[config.mk]
export PLATFORM = sky130hd
export DESIGN_NAME = dq_ctrl
export DESIGN_NICKNAME = d
export VERILOG_FILES = /design/src/hw/rtl/dq_pkg.sv /design/src/hw/rtl/dq_ctrl.sv
export SDC_FILE = /design/constraint.sdc
export NUM_CORES = 1
export LEC_CHECK = 0
export ABC_AREA = 0
export ABC_CLOCK_PERIOD_IN_PS = 4000
export BUFFER_PORTS_ARGS = -buffer_cell sky130_fd_sc_hd__buf_2
export CELL_PAD_IN_SITES_DETAIL_PLACEMENT = 1
export CELL_PAD_IN_SITES_GLOBAL_PLACEMENT = 2
export CORE_AREA = 8 8 45 47
export CTS_BUF_LIST = sky130_fd_sc_hd__clkbuf_16
export DETAILED_ROUTE_END_ITERATION = 8
export DIE_AREA = 0 0 53 55
export HOLD_SLACK_MARGIN = 0.08
export PLACE_DENSITY = 0.51
export SETUP_SLACK_MARGIN = 0.1
export SLEW_MARGIN = 20
export SYNTH_ARGS = -nofsm -noshare
export SYNTH_HDL_FRONTEND = slang
export SYNTH_SLANG_ARGS = --single-unit
[constraint.sdc]
create_clock -name clk -period 4 [get_ports clk]
set_clock_uncertainty 0.2 [all_clocks]
set_input_delay 0.4 -clock clk [delete_from_list [all_inputs] [get_ports clk]]
set_output_delay 0.4 -clock clk [all_outputs]
set_load 0.02 [all_outputs]
[src/hw/rtl/dq_pkg.sv]
// Shared types, constants and ring index helpers for the double-ended queue.
package dq_pkg;

    localparam int DEPTH  = 1024;
    localparam int DATA_W = 32;
    localparam int PTR_W  = $clog2(DEPTH);
    localparam int CNT_W  = $clog2(DEPTH + 1);

    localparam logic [PTR_W-1:0] LAST_IDX = PTR_W'(DEPTH - 1);
    localparam logic [CNT_W-1:0] FULL_CNT = CNT_W'(DEPTH);

    localparam logic [1:0] MODE_PUSH_FRONT = 2'd0;
    localparam logic [1:0] MODE_PUSH_BACK  = 2'd1;
    localparam logic [1:0] MODE_POP_FRONT  = 2'd2;
    localparam logic [1:0] MODE_POP_BACK   = 2'd3;

    typedef struct packed {
        logic [1:0]               mode;
        logic signed [DATA_W-1:0] data_in;
    } in_item_t;

    typedef struct packed {
        logic signed [DATA_W-1:0] popped_value;
        logic                     pop_was_empty;
        logic                     push_dropped;
        logic [CNT_W-1:0]         occupancy;
        logic                     is_empty;
        logic signed [DATA_W-1:0] front_value;
        logic signed [DATA_W-1:0] back_value;
    } out_item_t;

    typedef struct packed {
        logic load_op;
        logic exec;
        logic peek;
        logic load_out;
    } dq_cmd_t;

    function automatic logic [PTR_W-1:0] ring_next(input logic [PTR_W-1:0] idx);
        ring_next = (idx == LAST_IDX) ? '0 : idx + 1'b1;
    endfunction

    function automatic logic [PTR_W-1:0] ring_prev(input logic [PTR_W-1:0] idx);
        ring_prev = (idx == '0) ? LAST_IDX : idx - 1'b1;
    endfunction

endpackage

[src/hw/rtl/dq_ctrl.sv]
// Sequencing controller for the double-ended queue.
module dq_ctrl
    import dq_pkg::*;
(
    input  logic    clk,
    input  logic    rst_n,
    input  logic    in_valid,
    output logic    in_stall,
    output logic    out_valid,
    input  logic    out_stall,
    output dq_cmd_t cmd
);

    localparam logic [1:0] S_IDLE = 2'd0;
    localparam logic [1:0] S_OP   = 2'd1;
    localparam logic [1:0] S_PEEK = 2'd2;
    localparam logic [1:0] S_DONE = 2'd3;

    logic [1:0] state_reg;
    logic [1:0] state_next;
    logic       out_valid_reg;
    logic       out_valid_next;

    assign in_stall  = (state_reg != S_IDLE);
    assign out_valid = out_valid_reg;

    always_comb
    begin
        cmd          = '0;
        cmd.load_op  = (state_reg == S_IDLE) && in_valid;
        cmd.exec     = (state_reg == S_OP);
        cmd.peek     = (state_reg == S_PEEK);
        cmd.load_out = (state_reg == S_DONE) && (!out_valid_reg || !out_stall);
    end

    always_comb
    begin
        state_next = state_reg;
        case (state_reg)
            S_IDLE:
            begin
                if (in_valid)
                begin
                    state_next = S_OP;
                end
            end
            S_OP:
            begin
                state_next = S_PEEK;
            end
            S_PEEK:
            begin
                state_next = S_DONE;
            end
            S_DONE:
            begin
                if (cmd.load_out)
                begin
                    state_next = S_IDLE;
                end
            end
            default:
            begin
                state_next = S_IDLE;
            end
        endcase
    end

    always_comb
    begin
        out_valid_next = out_valid_reg;
        if (cmd.load_out)
        begin
            out_valid_next = 1'b1;
        end
        else if (!out_stall)
        begin
            out_valid_next = 1'b0;
        end
    end

    always_ff @(posedge clk or negedge rst_n)
    begin
        if (!rst_n)
        begin
            state_reg     <= S_IDLE;
            out_valid_reg <= 1'b0;
        end
        else
        begin
            state_reg     <= state_next;
            out_valid_reg <= out_valid_next;
        end
    end

    // An accepted transaction always runs the execute and peek steps in order.
    assert property (@(posedge clk) disable iff (!rst_n)
        (in_valid && !in_stall) |=> (state_reg == S_OP))
        else $error("accepted transaction did not start execution");

    assert property (@(posedge clk) disable iff (!rst_n)
        (state_reg == S_OP) |=> (state_reg == S_PEEK))
        else $error("execute step not followed by peek step");

    assert property (@(posedge clk) disable iff (!rst_n)
        cmd.load_out |=> (out_valid_reg && (state_reg == S_IDLE)))
        else $error("result load did not raise valid and release input");

endmodule

==> reports/results.ini <==
[setup_path]
worstReg2RegStart=state_reg[0]$_DFFE_PN0P_
cp_num_buf_inv=2
critical_path_class=flip-flop to output port
slowest_stage=dfrtp_1
crit_path_cell_trace=inv_1, ha_1, and2_1, buf_2
arrival_ns=1.23
critical-path-top-delay-family=flip-flops
end_kind=output port
crit_path_start_kind=flip-flop
critPathMaxFanout=4
cp.required_ns=3.40
r2r_end=state_reg[1]$_DFFE_PN0P_
rrSetupSlack_ns=2.43
reg2regPathDepth=5
critPathMaxStageDelay_ns=0.40

[clock_tree]
cts_buffers=3
clk_pin_slew_worst_paths_ns=0.03
cts_resized=0
cts_buffer_depth=2
htree_levels=1
tritoncts=done
root_buffer=clkbuf_16
clk_latency_ns=0.22
cts_sinks=3

[final_layout]
layout_commonest_cell=buf_2
design_area_um2=379.1
syn_to_final_growth_pct=62.90
final_layout_size_suffix_gt1_share_pct=48.48
diodes=0
layout_common_cells=9 x buf_2, 5 x ha_1, 3 x inv_1, 3 x clkbuf_16, 3 x dfrtp_1
nets=43
largest_register_ffs=2
fin_cells=49

[power]
p_leak_uw=0.0002036
powerDensity_nw_per_um2=1030
total_power_uw=390.3
ir_drop_mv=0.3761

[timing]
tightest_slew_ns=0.1538
rsz0062_at_grt=false
fmax_mhz=545.4
period_share_pct=45.84
setup-tns-final_ns=0
slew_violations=0
finalCriticalPeriod_ns=1.833
finalHoldViolations=0
maxSlewHeadroom_pct=89.46
setup_violations=0

[grt]
antenna_found_initial=0
grt-ovfl-total=0
grt_pass1_vias=220
grt_first_pass_wirelength_um=938
grt_usage_pct=4.861
grt_start_max_net_pins=5

[flow_run]
drv_cap=0

[floorplanning]
core_um2=1384
die-height_um=55
rows=14
die_area_um2=2915
start_util_pct=16.82
ioPinCount=10
die_x_um=53

[synthesis]
yosys.area_share.simple_pct=8.602
ys_warn_count=0
synthXorXnorAreaFrac_pct=0
synth_nets=29
synthAdderAreaFrac_pct=26.88
yosysSeqAreaShare_pct=32.26
netlist_area_um2=232.7
synthCells=20
synthMuxAreaShare_pct=10.75
synth_compound_area_share_pct=13.44
synth_cell_types=13
synth_top_family_by_area=adder cells
syn_area_per_cell_um2=11.64
ys_ff_latch=3

[min_path]
hold_depth=2
hp-start=out_stall
worst_hold_path.endpoint=out_valid$_DFFE_PN0P_
min_path_type=input port to flip-flop

[place]
placed_cells=44
place_congestion=0.7358
placement.io_buffers=9
placed_cell_area_um2=290.3

[detailed_routing]
route.vias.total=178
wirelength_um=588
wl_per_cell_um=12.00
drc=0
drt-pass1-iter-count=1
drtAntennaViolNets=0
drt-initial-drc-count=0
vias_per_cell=3.633

[status]
status=complete, no violations

cell usage after synthesis (all sizes together):
library cell,n,area (um^2)
and2,1,6.260
o21ai,1,16.27
a21o,1,7.510
a21boi,1,7.510
mux2i,1,10.01
mux2,1,15.01
dfrtp,3,75.07
buf,1,7.510
ha,5,62.56
nor2,1,3.750
inv,3,11.26
nand3,1,10.01
cell type report:
type / instances / area [um^2]
Clock buffer: 3 / 75.07
Clock inverter: 1 / 3.754
Fill cell: 168 / 1005
Inverter: 3 / 11.26
Multi-Input combinational cell: 13 / 138.9
Sequential cell: 3 / 75.07
Tap cell: 16 / 20.02
Timing Repair Buffer: 10 / 55.05
worst max-delay path by stage:
stage | from | endpoint | slack, ns | cells after the start
after floorplan | state_reg[0]$_DFFE_PN0P_ | state_reg[1]$_DFFE_PN0P_ | 2.47 | 5
after global placement | state_reg[1]$_DFFE_PN0P_ | cmd[0] | 2.42 | 3
after detailed placement | state_reg[0]$_DFFE_PN0P_ | cmd[3] | 2.38 | 4
after CTS | state_reg[0]$_DFFE_PN0P_ | cmd[3] | 2.15 | 4
after global routing | state_reg[1]$_DFFE_PN0P_ | cmd[0] | 2.05 | 3
final | state_reg[0]$_DFFE_PN0P_ | cmd[3] | 2.17 | 4
per-layer routing:
metal | GRT usage [%] | wire, um
met5 | 0 | 0
met2 | 8.398 | 338
met3 | 3.743 | 44
met1 | 3.945 | 205
met4 | 2.586 | 0
power by group:
part / internal, uW / switching (uW)
clock: 129 / 26.9
combinational: 71.8 / 98.0
sequential: 47.2 / 17.5
total: 248 / 142
metrics by stage:
stage | worst slack (ns) | hold WS (ns) | util [%]
after global routing | 2.048 | 0.2498 | 27.40
after global placement | 2.424 | -0.002703 | 20.98
after CTS | 2.147 | 0.2375 | 27.40
final | 2.167 | 0.2351 | 27.40
after floorplan | 2.468 | -0.09559 | -
after detailed placement | 2.378 | -0.0003102 | 20.98
repair_timing:
item / 4_1_cts / 5_1_grt
endpoints found under the hold margin: 3 / 0
setup buffers: 0 / 0
hold buffers: 1 / 0
logic make-up after synthesis:
kind of cell	count (synthesis)
fa+ha+maj	5
buf+inv	4
compound gates	3
simple gates	3
flops	3
mux	2
Note: power is estimated with default switching activity, not from simulation.
